## src/hdl/per_symbol_vwap_aggregator_top_assert.svh

```systemverilog
// Assertion macros shared by the aggregator RTL.
`ifndef PER_SYMBOL_VWAP_AGGREGATOR_TOP_ASSERT_SVH
`define PER_SYMBOL_VWAP_AGGREGATOR_TOP_ASSERT_SVH

// The expression must hold at every clock edge outside reset.
`define PSVA_ASSERT_ALWAYS(lbl, expr, msg) \
    lbl: assert property (@(posedge i_clk) disable iff (!i_rst_n) (expr)) else $error(msg);

// When the trigger holds, the consequence must hold in the following cycle.
`define PSVA_ASSERT_NEXT(lbl, trig, cons, msg) \
    lbl: assert property (@(posedge i_clk) disable iff (!i_rst_n) (trig) |=> (cons)) \
        else $error(msg);

`endif

```

## src/hdl/psva_pkg.sv

```systemverilog
// ----------------------------------------------------------------------------
// Per-symbol VWAP aggregator package
// Shared types and constants of the aggregator.
// ----------------------------------------------------------------------------
`default_nettype none
package psva_pkg;

    localparam int DEF_TABLE_DEPTH = 64;
    localparam int KEY_W = 64;
    localparam int PRICE_W = 32;
    localparam int VOL_W = 48;
    localparam int SUM_W = 64;
    localparam int STAT_W = 2;

    localparam logic [STAT_W-1:0] ST_OK = 2'd0;
    localparam logic [STAT_W-1:0] ST_FULL = 2'd1;
    localparam logic [STAT_W-1:0] ST_MISS = 2'd2;

    localparam logic MODE_UPDATE = 1'b0;
    localparam logic MODE_QUERY = 1'b1;

    typedef struct packed {
        logic [VOL_W-1:0]   volume;
        logic [SUM_W-1:0]   wsum;
        logic [PRICE_W-1:0] low;
        logic [PRICE_W-1:0] high;
    } t_entry;

    typedef enum logic [2:0] {
        S_IDLE,
        S_KRD,
        S_KCMP,
        S_MISS,
        S_MUL,
        S_ACC,
        S_DIV,
        S_DONE
    } t_state;

endpackage
`default_nettype wire

```

## src/hdl/psva_div.sv

```systemverilog
// ----------------------------------------------------------------------------
// VWAP divider
// Restoring divider, one quotient bit per cycle while busy.
// ----------------------------------------------------------------------------
`default_nettype none
module psva_div (
    input  wire logic                         i_clk,
    input  wire logic                         i_rst_n,
    input  wire logic                         i_start,
    input  wire logic [psva_pkg::SUM_W-1:0]   i_dividend,
    input  wire logic [psva_pkg::VOL_W-1:0]   i_divisor,
    output logic                              o_busy,
    output logic                              o_done,
    output logic [psva_pkg::SUM_W-1:0]        o_quotient
);
    import psva_pkg::*;

    localparam int CNT_W = $clog2(SUM_W + 1);

    logic [CNT_W-1:0] r_cnt;
    logic [CNT_W-1:0] n_cnt;
    logic             r_busy;
    logic             n_busy;
    logic             r_done;
    logic             n_done;
    logic [SUM_W-1:0] r_quo;
    logic [SUM_W-1:0] n_quo;
    logic [VOL_W-1:0] r_rem;
    logic [VOL_W-1:0] n_rem;
    logic [VOL_W-1:0] r_den;
    logic [VOL_W:0]   w_sh;
    logic [VOL_W:0]   w_diff;

    assign w_sh = {r_rem, r_quo[SUM_W-1]};
    assign w_diff = w_sh - {1'b0, r_den};

    always_comb begin
        n_cnt = r_cnt;
        n_busy = r_busy;
        n_done = 1'b0;
        n_quo = r_quo;
        n_rem = r_rem;
        if (i_start) begin
            n_cnt = CNT_W'(SUM_W);
            n_busy = 1'b1;
            n_quo = i_dividend;
            n_rem = '0;
        end else if (r_busy) begin
            if (w_sh >= {1'b0, r_den}) begin
                n_rem = w_diff[VOL_W-1:0];
                n_quo = {r_quo[SUM_W-2:0], 1'b1};
            end else begin
                n_rem = w_sh[VOL_W-1:0];
                n_quo = {r_quo[SUM_W-2:0], 1'b0};
            end
            n_cnt = r_cnt - CNT_W'(1);
            if (r_cnt == CNT_W'(1)) begin
                n_busy = 1'b0;
                n_done = 1'b1;
            end
        end
    end

    always_ff @(posedge i_clk) begin
        if (!i_rst_n) begin
            r_cnt <= '0;
            r_busy <= 1'b0;
            r_done <= 1'b0;
        end else begin
            r_cnt <= n_cnt;
            r_busy <= n_busy;
            r_done <= n_done;
        end
        r_quo <= n_quo;
        r_rem <= n_rem;
        if (i_start) begin
            r_den <= i_divisor;
        end
    end

    assign o_busy = r_busy;
    assign o_done = r_done;
    assign o_quotient = r_quo;
endmodule
`default_nettype wire

```

## config.mk

```make
export PLATFORM = sky130hd
export DESIGN_NAME = psva_div
export DESIGN_NICKNAME = d
export VERILOG_FILES = /design/src/hdl/per_symbol_vwap_aggregator_top_assert.svh /design/src/hdl/psva_pkg.sv /design/src/hdl/psva_div.sv
export SDC_FILE = /design/constraint.sdc
export NUM_CORES = 1
export LEC_CHECK = 0
export BUFFER_PORTS_ARGS = -buffer_cell sky130_fd_sc_hd__buf_4
export CAP_MARGIN = 0
export CELL_PAD_IN_SITES_DETAIL_PLACEMENT = 0
export CELL_PAD_IN_SITES_GLOBAL_PLACEMENT = 1
export CORE_ASPECT_RATIO = 0.8
export CORE_UTILIZATION = 44
export DETAILED_ROUTE_END_ITERATION = 8
export GPL_TIMING_DRIVEN = 0
export PLACE_DENSITY = 0.91
export SLEW_MARGIN = 10
export SYNTH_ARGS = -nofsm -noshare
export SYNTH_HDL_FRONTEND = slang
export SYNTH_SLANG_ARGS = --single-unit
```

## constraint.sdc

```tcl
create_clock -name i_clk -period 3.4 [get_ports i_clk]
set_clock_uncertainty 0.2 [all_clocks]
set_input_delay 1.02 -clock i_clk [delete_from_list [all_inputs] [get_ports i_clk]]
set_output_delay 1.02 -clock i_clk [all_outputs]
set_load 0.1 [all_outputs]
```

**Word level (Yosys, flattened, before mapping)**

Index checks and enable logic that the tools add are counted.

- Register bits: 169
- Output and inout bits: 66
- Input port bits: 115
- Word-level logic and storage cells: 26

- Add/subtract/negate cells: 2
- Muxes and demuxes: 10
- Bitwise logic cells: 2
- Eq/ne operators: 1
- Reduce and logical (&&, ||, !) cells: 3
- Order comparisons: 1

Operators by type and width:

| operator | number |
|---|---|
| $mux W64 | 2 |
| $ge A49 B48 Y1 | 1 |
| $mux W48 | 1 |
| $sub A48 B48 Y48 | 1 |
| $mux W7 | 2 |
| $eq A7 B1 Y1 const B | 1 |
| $sub A7 B1 Y7 const B | 1 |
| $mux W1 | 5 |
| $reduce_or A3 Y1 | 1 |
| $not A1 Y1 | 2 |
| $reduce_bool A2 Y1 | 1 |
| $reduce_or A2 Y1 | 1 |

**Longest topological paths before layout**

Gate-level depths: netlist of the first run.

- Depth in word-level cells: 4
- Gate-level depth with buffers: 15

**Least setup slack after synthesis of the first run**

Ideal clock, no wire load.

- Path type: register -> register
- Start point: reg r_quo[63], in the netlist o_quotient[63]
- End point: reg r_rem[38]
- Required time: 3.114 ns
- Path slack: -0.231 ns
- Data arrival time: 3.345 ns
- Setup time: 0.086 ns
- Cell stages (with the launch flop): 14
- Period minus slack after synthesis: 3.631 ns
- Cells stage by stage: edfxtp_1 > inv_1 > ha_1 > fa_1 > nand2b_1 > a211oi_1 > o21bai_1 > a211oi_1 > nor2_1 > o21bai_1 > a21oi_1 > xnor2_1 > mux2i_1 > a211oi_1

- Cells in the longest elaborated chain, start to end: 2
- Elaborated cells between the ends (all ways): 3
- Those cells by class: 1 x add/sub; 1 x order compare; 1 x mux

RTL lines:

| item | RTL line | source |
|---|---|---|
| from (decl) | psva_div.sv:26 | `logic [SUM_W-1:0] r_quo;` |
| from (signal assigned) | psva_div.sv:74 | `r_quo <= n_quo;` |
| $sub A48 B48 Y48 or $ge A49 B48 Y1 (tied branches) | psva_div.sv:35, psva_div.sv:49 |  |
| $mux W48 * | psva_div.sv:49 | `if (w_sh >= {1'b0, r_den}) begin` |
| to (signal assigned) | psva_div.sv:75 | `r_rem <= n_rem;` |
| to (decl) | psva_div.sv:28 | `logic [VOL_W-1:0] r_rem;` |

Mark *: on every way between the ends. The rest lies on a longest branch, timed or not.
A chain may end at the register's enable or synchronous reset.

**Final worst setup path of the first run**

- Start point: reg r_den[18]
- End point: reg r_quo[0], in the netlist o_quotient[0] (data pin)

- Cells in the longest elaborated chain, start to end: 4

RTL lines:

| item | RTL line | source |
|---|---|---|
| from (decl) | psva_div.sv:30 | `logic [VOL_W-1:0] r_den;` |
| from (signal assigned) | psva_div.sv:77 | `r_den <= i_divisor;` |
| $ge A49 B48 Y1 | psva_div.sv:49 |  |
| $mux W1 | psva_div.sv:49 |  |
| $mux W64 | psva_div.sv:48 | `end else if (r_busy) begin` |
| $mux W64 | psva_div.sv:43 | `if (i_start) begin` |
| named net n_quo[0] | psva_div.sv:27 | `logic [SUM_W-1:0] n_quo;` |

The timed path passes the listed nets, and every way through them passes these cells. The select of a mux whose other input is x is not followed.

==> results of run 1 <==
==> tightest hold or removal path: stages (launching register included) <==
cell and delay (ns):
dfxtp_1 0.32, nand2_1 0.06, a21oi_1 0.06
==> per-stage QoR <==
stage | hold slack, ns | worst slack [ns] | std cells | total power (W) | cell area, um2
2_1_floorplan | 0.254 | -0.0195 | 942 | 0.00418 | 9740
3_3_place_gp | 0.271 | -1.07 | 1397 | 0.00470 | 11400
3_5_place_dp | 0.281 | -0.351 | 1398 | 0.00473 | 11500
4_1_cts | 0.291 | 0.00165 | 1430 | 0.00677 | 12100
5_1_grt | 0.320 | -0.0339 | 1429 | 0.00705 | 12200
6_report | 0.289 | 0.0463 | 1429 | 0.00676 | 12200
==> final timing paths <==
path / from / end / slack [ns] / cells past startpoint
max: r_den[18]$_DFFE_PP_ / o_quotient[0]$_DFFE_PP_ / 0.05 / 13
min: r_cnt[0]$_SDFFE_PP0P_ / r_cnt[0]$_SDFFE_PP0P_ / 0.29 / 2
max reg2reg: r_den[18]$_DFFE_PP_ / o_quotient[0]$_DFFE_PP_ / 0.05 / 13
min reg2reg: r_cnt[0]$_SDFFE_PP0P_ / r_cnt[0]$_SDFFE_PP0P_ / 0.29 / 2
==> routing by layer <==
layer  global-route usage (%)  vias up  part of all wire (%)
li1                         -     3827                     -
met3                     7.59       17                   8.4
met4                     5.76        0                   1.2
met2                     37.3      261                    46
met5                        0        -                     0
met1                     29.8     3665                    44
==> sequential cells by signal, summed over array words and instances (netlist names) <==
name        cells
r_den          48
r_cnt           7
o_busy          1
r_rem          48
o_done          1
o_quotient     64
==> Yosys cell counts (6+ instances only) <==
| master | number | area share [%] |
|---|---|---|
| o21ai_0 | 37 | 1.9 |
| nor2_1 | 72 | 2.8 |
| clkbuf_1 | 39 | 1.5 |
| nand4_1 | 19 | 1.2 |
| o21bai_1 | 7 | 0.54 |
| o211ai_1 | 9 | 0.70 |
| a21oi_1 | 66 | 3.4 |
| edfxtp_1 | 112 | 35 |
| dfxtp_1 | 57 | 12 |
| inv_1 | 69 | 2.7 |
| mux2i_1 | 34 | 3.5 |
| xnor2_1 | 29 | 2.6 |
| a211oi_1 | 46 | 3.6 |
| a31oi_1 | 6 | 0.39 |
| o21ai_1 | 6 | 0.31 |
| a21o_1 | 17 | 1.3 |
| mux2_2 | 64 | 7.4 |
| nand3_1 | 12 | 0.62 |
| o21a_1 | 8 | 0.62 |
| ha_1 | 50 | 6.4 |
| xor2_1 | 20 | 1.8 |
| nand2_1 | 67 | 2.6 |
| nand2b_1 | 11 | 0.71 |
| nor3_1 | 8 | 0.41 |
| buf_2 | 9 | 0.46 |
==> cell type report <==
class	instances	area [um2]
Timing Repair Buffer	184	1400
Inverter	69	259
Buffer	52	283
Multi-Input combinational cell	648	4760
Clock inverter	13	170
Tap cell	275	344
Sequential cell	169	4500
Clock buffer	19	433
Fill cell	1893	9460
==> cells by family (layout without fill, tap and decap cells) <==
group	count (synthesis)	in the layout	synth area share [%]
simple gates	217	217	10.4
xor+xnor	49	49	4.42
buf+inv	125	337	5.67
compound gates	233	233	15.6
mux	98	98	10.9
flops	169	169	46.4
fa+ha+maj	51	51	6.65
==> timing repair <==
| action | CTS | global route |
|---|---|---|
| gates resized for setup | 2 | 15 |
| gates cloned | 0 | 0 |
| pin swaps | 0 | 8 |
| setup buffers | 0 | 3 |
| setup endpoints to repair | 2 | 35 |
==> power groups by stage <==
stage / registers [W] / clock network, W / logic (W)
4_1_cts: 0.00252 / 0.00206 / 0.00218
2_1_floorplan: 0.00313 / 0 / 0.00105
6_report: 0.00252 / 0.00202 / 0.00222
3_3_place_gp: 0.00256 / 0 / 0.00214
3_5_place_dp: 0.00256 / 0 / 0.00217
5_1_grt: 0.00254 / 0.00212 / 0.00238
==> results.ini, run 1 <==
[sta]
period_needed_ns = 3.35
final.setup.tns_ns = 0
worst_slew_margin_rel_pct = 50.6
report.final.hold_viol_count = 0
setup_violations = 0
final.period_utilization_pct = 98.6
timing.fmax_mhz = 298
pin_slew_with_the_least_headroom_to_its_limit_ns = 0.740
slew_viol_final = 0

[synth]
distinct_cells_synth = 59
syn-cell-area_um2 = 9710
synth-edff-count = 112
synthCells = 942
synth_warnings = 0
synth_nets = 1108
synth-seq-area-share_pct = 46.4
synth_ff_type = edfxtp_1
postSynthRegisterBits = 169
syn_avg_cell_area_um2 = 10.3
synth-async-reset-ratio_pct = 0

[final_layout]
syn_to_final_growth_pct = 25.2
final_net_count = 1307
most-common-layout-cells = buf_4 (184), edfxtp_1 (112), nor2_1 (72), inv_1 (69), nand2_1 (67)
drive_above_1_share_pct = 28.1
layout.core_utilization_pct = 56.2
antenna-diode-count = 0
mostFrequentLayoutCell = buf_4

[critical_path]
worstSetupEndpointType = flop
worstPathRequired_ns = 3.39
crit_path_top_delay_cell = edfxtp_1
worstSetupPathType = flop to flop
arrival_ns = 3.34
timing.critical_path.buf_inv = 4
crit_family = compound AO/OA/AOI/OAI gates
setup.worst_path.start_class = flop
critical-path-max-stage-delay_ns = 0.37
cp_max_fo = 10
ordered_cell_list_for_the_critical_path = inv_1, ha_1, clkbuf_2, a21oi_4, o221ai_1, a21o_1, a21oi_1, o21ai_0, nor3_2, o41ai_2, buf_6, buf_4, mux2_2

[detailed_routing]
avgViaCountPerCell = 5.44
routed-via-count = 7770
antenna_left = 0
drt_pre_antenna_iters = 5
routedWlPerCell_um = 18.0
routed_wirelength_um = 25700
number_of_drc_markers_after_the_initial_detailed_route_iteration = 468
detail_route.drc_violations = 0

[pwr]
power_frac_clock_pct = 29.9
pwr_density_cell_nw_per_um2 = 556
p_sw_w = 0.00243
share_of_total_power_in_sequential_cells_pct = 37.3
cell_internal_pwr_w = 0.00433
p_comb_share_pct = 32.8
p_leak_nw = 5.03
worst_ir_drop_vdd_mv = 0.454
power.share.switching_pct = 35.9

[clocking]
insertion_delay_ns = 0.44
cts_hold_buf = 0
numCtsBuffers = 17
cts.sink_count = 169
tritoncts = done
cts_root_buf = clkbuf_16
worst_setup_hold_path_clk_slew_ns = 0.07
cts_max_level = 4
max-clock-path-buffers = 2

[die]
fp.dieArea_um2 = 22700
io_pins = 181
initial_standard_cell_utilization_of_the_core_pct = 44.9
die_width_um = 168
fp-row-count = 48
floorplan.core_area_um2 = 21600
die-height_um = 135

[run]
timing.max_cap.violations = 0

[placed_design]
gpl.final_weighted_congestion = 0.874
detailed_place_hpwl_um = 19100
portBuffers = 180

[global_route]
grt_max_degree = 62
grt_antenna_before_repair = 0
grt_remaining_overflow = 0
grtUsageTotal_pct = 23.1
grt_first_pass_wirelength_um = 40300
grt_pass1_vias = 7606

[status]
status = finished clean

[worst_hold_path]
min-delay-path-class = flop to flop

Power figures use the tool's default switching activity.
==> run 2: changes to the inputs <==
--- a/config.mk
+++ b/config.mk
@@ -10,10 +10,10 @@
 export CELL_PAD_IN_SITES_DETAIL_PLACEMENT = 0
 export CELL_PAD_IN_SITES_GLOBAL_PLACEMENT = 1
 export CORE_ASPECT_RATIO = 0.8
-export CORE_UTILIZATION = 44
+export CORE_UTILIZATION = 47
 export DETAILED_ROUTE_END_ITERATION = 8
 export GPL_TIMING_DRIVEN = 0
-export PLACE_DENSITY = 0.91
+export PLACE_DENSITY = 0.95
 export SLEW_MARGIN = 10
 export SYNTH_ARGS = -nofsm -noshare
 export SYNTH_HDL_FRONTEND = slang
==> constraint.sdc (replaced) <==
create_clock -name i_clk -period 4.3 [get_ports i_clk]
set_clock_uncertainty 0.2 [all_clocks]
set_input_delay 1.29 -clock i_clk [delete_from_list [all_inputs] [get_ports i_clk]]
set_output_delay 1.29 -clock i_clk [all_outputs]
set_load 0.1 [all_outputs]
==> results.ini, run 2 (same netlist as run 1, synthesis figures left out) <==
[final_layout]
number_of_flip_flops_under_the_largest_register_name = 64
final_net_count = 1308
antenna-diode-count = 0
n_fill_cell = 1723
most-common-layout-cells = buf_4 (181), edfxtp_1 (112), nor2_1 (72), inv_1 (69), nand2_1 (67)
final_cell_count_no_fill = 1419
drive_above_1_share_pct = 26.6
syn_to_final_growth_pct = 24.0
layout.cell_area.non_filler_um2 = 12100
mostFrequentLayoutCell = buf_4

[clocking]
cts_hold_buf = 0
cts.sink_count = 169
cts_max_level = 4
cts_root_buf = clkbuf_16
numCtsBuffers = 17
insertion_delay_ns = 0.45
post_cts_sizing = 0
cts_setup_buffers = 0
tritoncts = done
worst_setup_hold_path_clk_slew_ns = 0.07
max-clock-path-buffers = 2

[sta]
worst_slew_margin_rel_pct = 55.8
final.setup.tns_ns = 0
pin_slew_with_the_least_headroom_to_its_limit_ns = 0.663
final.period_utilization_pct = 84.2
timing.fmax_mhz = 276
fin_ws_ns = 0.678
setup_violations = 0
setup_repair_after_global_routing_missed_its_margin = no
slew_viol_final = 0
period_needed_ns = 3.62
report.final.hold_viol_count = 0
hold-worst-slack_ns = 0.287

[critical_path]
setup.worst_path.start_class = flop
crit_path_frequent_cell = a211oi_1
worstSetupPathType = flop to flop
crit_path_top_delay_cell = a211oi_1
worstSetupEndpointType = flop
arrival_ns = 3.78
worstPathRequired_ns = 4.45
ordered_cell_list_for_the_critical_path = inv_1, ha_1, fa_1, nand2b_1, a211oi_1, o21bai_1, a211oi_1, nor2_1, o21bai_1, a21oi_1, xnor2_1, mux2i_1, a211oi_1
critical-path-max-stage-delay_ns = 0.45
cp_max_fo = 3

[die]
die_width_um = 163
io_pins = 181
fp-row-count = 46
initial_standard_cell_utilization_of_the_core_pct = 48.5
floorplan.core_area_um2 = 20000
die-height_um = 131
fp.dieArea_um2 = 21300

[run]
timing.max_cap.violations = 0

[detailed_routing]
antenna_left = 0
drt_pre_antenna_iters = 5
routed-via-count = 7828
avgViaCountPerCell = 5.52
routedWlPerCell_um = 17.6
number_of_drc_markers_after_the_initial_detailed_route_iteration = 518
detail_route.drc_violations = 0
routed_wirelength_um = 24900

[placed_design]
gpl.final_weighted_congestion = 0.888
post_place_cell_area_um2 = 11400
placedCellCount = 1387
detailed_place_hpwl_um = 18700
portBuffers = 180
preCtsSetupSlack_ns = 0.290

[global_route]
grt_antenna_before_repair = 0
grt_pass1_vias = 7749
grt_remaining_overflow = 0
grtUsageTotal_pct = 24.1
grt_max_degree = 60
grt_first_pass_wirelength_um = 39600

[worst_hold_path]
min-delay-path-class = flop to flop

[status]
status = finished clean

[pwr]
pwr_density_cell_nw_per_um2 = 441
p_leak_nw = 5.03
worst_ir_drop_vdd_mv = 0.297

[run 2: power by group]
| group | switching, W | leakage (nW) | internal (W) |
|---|---|---|---|
| Combinational | 0.00113 | 3.14 | 0.000580 |
| Clock | 0.000759 | 0.305 | 0.000845 |
| Sequential | 0.0000905 | 1.58 | 0.00190 |
[run 2: area by class of cell]
class	instances	area, um2	share of cell area [%]
inverters	69	259	2.15
clock inverters	15	199	1.65
plain buffers	56	292	2.42
flip-flops and latches	169	4500	37.4
well taps	264	330	2.74
clock buffers	17	425	3.53
repair buffers	181	1380	11.4
multi-input cells	648	4660	38.7
[run 2: metrics by stage]
step / power, W / util [%]
after CTS: 0.00534 / 60.2
after global placement: 0.00371 / 56.9
after floorplan: 0.00330 / -
after detailed placement: 0.00373 / 57.0
after global routing: 0.00555 / 60.2
final: 0.00531 / 60.2
[run 2: final timing paths]
kind,cells past startpoint,slack [ns],startpoint,to
worst min-delay path,2,0.29,r_cnt[0]$_SDFFE_PP0P_,r_cnt[0]$_SDFFE_PP0P_
worst min register to register,2,0.29,r_cnt[0]$_SDFFE_PP0P_,r_cnt[0]$_SDFFE_PP0P_
worst max-delay path,13,0.68,o_quotient[63]$_DFFE_PP_,r_rem[38]$_SDFFE_PP0P_
worst max register to register,13,0.68,o_quotient[63]$_DFFE_PP_,r_rem[38]$_SDFFE_PP0P_
[run 2: worst max-delay path, delay by kind of cell (launching register included)]
family	cells	cell delay, ns
compound gates	6	1.68
fa+ha+maj	2	0.66
flops	1	0.37
simple gates	2	0.34
xor+xnor	1	0.14
mux	1	0.10
buf+inv	1	0.05
[run 2: metal layers]
| metal | wire [um] | track usage, % | vias up |
|---|---|---|---|
| li1 | - | - | 3847 |
| met1 | 11200 | 31.2 | 3697 |
| met2 | 11500 | 39.8 | 255 |
| met3 | 1920 | 6.72 | 29 |
| met4 | 387 | 6.43 | 0 |
| met5 | 0 | 0 | - |
==> run 3: changes to the inputs <==
--- a/config.mk
+++ b/config.mk
@@ -10,10 +10,10 @@
 export CELL_PAD_IN_SITES_DETAIL_PLACEMENT = 0
 export CELL_PAD_IN_SITES_GLOBAL_PLACEMENT = 1
 export CORE_ASPECT_RATIO = 0.8
-export CORE_UTILIZATION = 47
+export CORE_UTILIZATION = 44
 export DETAILED_ROUTE_END_ITERATION = 8
 export GPL_TIMING_DRIVEN = 0
-export PLACE_DENSITY = 0.95
+export PLACE_DENSITY = 0.91
 export SLEW_MARGIN = 10
 export SYNTH_ARGS = -nofsm -noshare
 export SYNTH_HDL_FRONTEND = slang
==> constraint.sdc (replaced) <==
create_clock -name i_clk -period 3.73 [get_ports i_clk]
set_clock_uncertainty 0.2 [all_clocks]
set_input_delay 1.119 -clock i_clk [delete_from_list [all_inputs] [get_ports i_clk]]
set_output_delay 1.119 -clock i_clk [all_outputs]
set_load 0.1 [all_outputs]
==> results.ini, run 3 (same netlist as run 1, synthesis figures left out) <==
[clocking]
tritoncts = done
max-clock-path-buffers = 2
cts.sink_count = 169
worst_setup_hold_path_clk_slew_ns = 0.07
numCtsBuffers = 17
insertion_delay_ns = 0.45
cts_root_buf = clkbuf_16
cts_max_level = 4

[run]
timing.max_cap.violations = 0

[pwr]
worst_ir_drop_vdd_mv = 0.369
p_leak_nw = 5.02
pwr_density_cell_nw_per_um2 = 508

[sta]
setup_repair_after_global_routing_missed_its_margin = no
pin_slew_with_the_least_headroom_to_its_limit_ns = 0.747
final.period_utilization_pct = 95.3
slew_viol_final = 0
timing.fmax_mhz = 281
report.final.hold_viol_count = 0
setup_violations = 0
worst_slew_margin_rel_pct = 50.2
period_needed_ns = 3.55

[detailed_routing]
number_of_drc_markers_after_the_initial_detailed_route_iteration = 506
drt_pre_antenna_iters = 5
routed_wirelength_um = 25200
m1WireLength_um = 11500
routed-via-count = 7822
routed-wl-met2_um = 11300
top_signal_layer_used = met4
avgViaCountPerCell = 5.47
antenna_left = 0
detailroute.wirelength.met3_um = 2220
detail_route.drc_violations = 0
routedWlPerCell_um = 17.7

[die]
fp-row-count = 48
die_width_um = 168
die-height_um = 135
initial_standard_cell_utilization_of_the_core_pct = 44.9
io_pins = 181
fp.dieArea_um2 = 22700
floorplan.core_area_um2 = 21600

[placed_design]
portBuffers = 180
detailed_place_hpwl_um = 18900
gpl.final_weighted_congestion = 0.878
placedCellCount = 1398

[global_route]
grt_first_pass_wirelength_um = 40000
grt_max_degree = 50
grtUsageTotal_pct = 22.8
grt_antenna_before_repair = 0
grt_remaining_overflow = 0
grt_pass1_vias = 7575

[critical_path]
worstPathRequired_ns = 3.85
arrival_ns = 3.67
setup.worst_path.start_class = flop
crit_path_top_delay_cell = edfxtp_1
critical-path-max-stage-delay_ns = 0.41
worstSetupPathType = flop to flop
ordered_cell_list_for_the_critical_path = inv_1, ha_1, nand2b_1, a21oi_2, o2111ai_1, a211oi_2, o211a_1, nor3_2, o41ai_2, buf_6, buf_2, o22ai_1, a21oi_1, nor2_1
cp_max_fo = 10
worstSetupEndpointType = flop

[final_layout]
most-common-layout-cells = buf_4 (181), edfxtp_1 (112), nor2_1 (72), inv_1 (69), nand2_1 (67)
number_of_flip_flops_under_the_largest_register_name = 64
syn_to_final_growth_pct = 24.1
final_net_count = 1308
multi_input_comb_area_um2 = 4670
final_cell_count_no_fill = 1430
n_fill_cell = 1923
drive_above_1_share_pct = 26.8
antenna-diode-count = 0
mostFrequentLayoutCell = buf_4
layout.core_utilization_pct = 55.8
area.sequential_um2 = 4500

[status]
status = finished clean

[worst_hold_path]
min-delay-path-class = flop to flop

-- run 3: changes by cell type in the layout (fill, tap and decap cells not counted) --
cell,previous run,this run
inv_6,2,6
inv_8,5,2
a211oi_1,46,44
a211oi_2,1,3
clkinv_8,5,3
clkbuf_8,0,1
clkinv_2,1,0
clkinv_4,1,2
-- run 3: final cells by class --
type,instances,area share [%]
clock buffers,18,3.64
well taps,275,2.85
clock inverters,14,1.42
inverters,69,2.15
multi-input cells,648,38.7
repair buffers,181,11.4
flip-flops and latches,169,37.3
plain buffers,56,2.42
-- run 3: path summary, 6_finish.rpt --
check                                              start                      to  slack [ns]  cells past startpoint
worst max-delay path            o_quotient[63]$_DFFE_PP_  r_rem[46]$_SDFFE_PP0P_        0.18                     14
worst min-delay path               r_rem[7]$_SDFFE_PP0P_   r_rem[7]$_SDFFE_PP0P_        0.29                      2
worst max register to register  o_quotient[63]$_DFFE_PP_  r_rem[46]$_SDFFE_PP0P_        0.18                     14
worst min register to register     r_rem[7]$_SDFFE_PP0P_   r_rem[7]$_SDFFE_PP0P_        0.29                      2
-- run 3: worst max-delay path: cells and delay by family (launching register included) --
kind	cells	cell delay (ns)
AO/OA/AOI/OAI	7	1.66
adder cells (fa/ha/maj)	1	0.22
buffers and inverters	3	0.63
flip-flops	1	0.41
AND/OR/NAND/NOR	3	0.31
-- run 3: repair_timing --
action / CTS / global route
gates resized for setup: 0 / 2
setup endpoints to repair: 0 / 4
buffers inserted: 0 / 0
hold buffers: 0 / 0
-- run 3: where the power goes --
group	internal [W]	switching (W)
combinational	0.000668	0.00132
sequential	0.00219	0.000102
clock	0.000978	0.000861
total	0.00384	0.00228
-- run 3: metal layers --
| layer | vias up | GRT usage, % |
|---|---|---|
| met1 | 3711 | 30.0 |
| li1 | 3822 | - |
| met5 | - | 0 |
| met3 | 18 | 7.00 |
| met4 | 0 | 5.71 |
| met2 | 271 | 36.6 |
-- run 3: metrics by stage --
step / area, um2 / setup WS (ns) / TNS, ns / hold WS (ns) / power [W]
after floorplan: 9710 / 0.0992 / 0 / 0.254 / 0.00381
after global placement: 11400 / -0.826 / -52.68 / 0.272 / 0.00428
after detailed placement: 11400 / -0.195 / -9.27 / 0.276 / 0.00430
after CTS: 12100 / 0.0469 / 0 / 0.290 / 0.00614
after global routing: 12100 / 0.0144 / 0 / 0.309 / 0.00639
final: 12100 / 0.176 / 0 / 0.293 / 0.00612
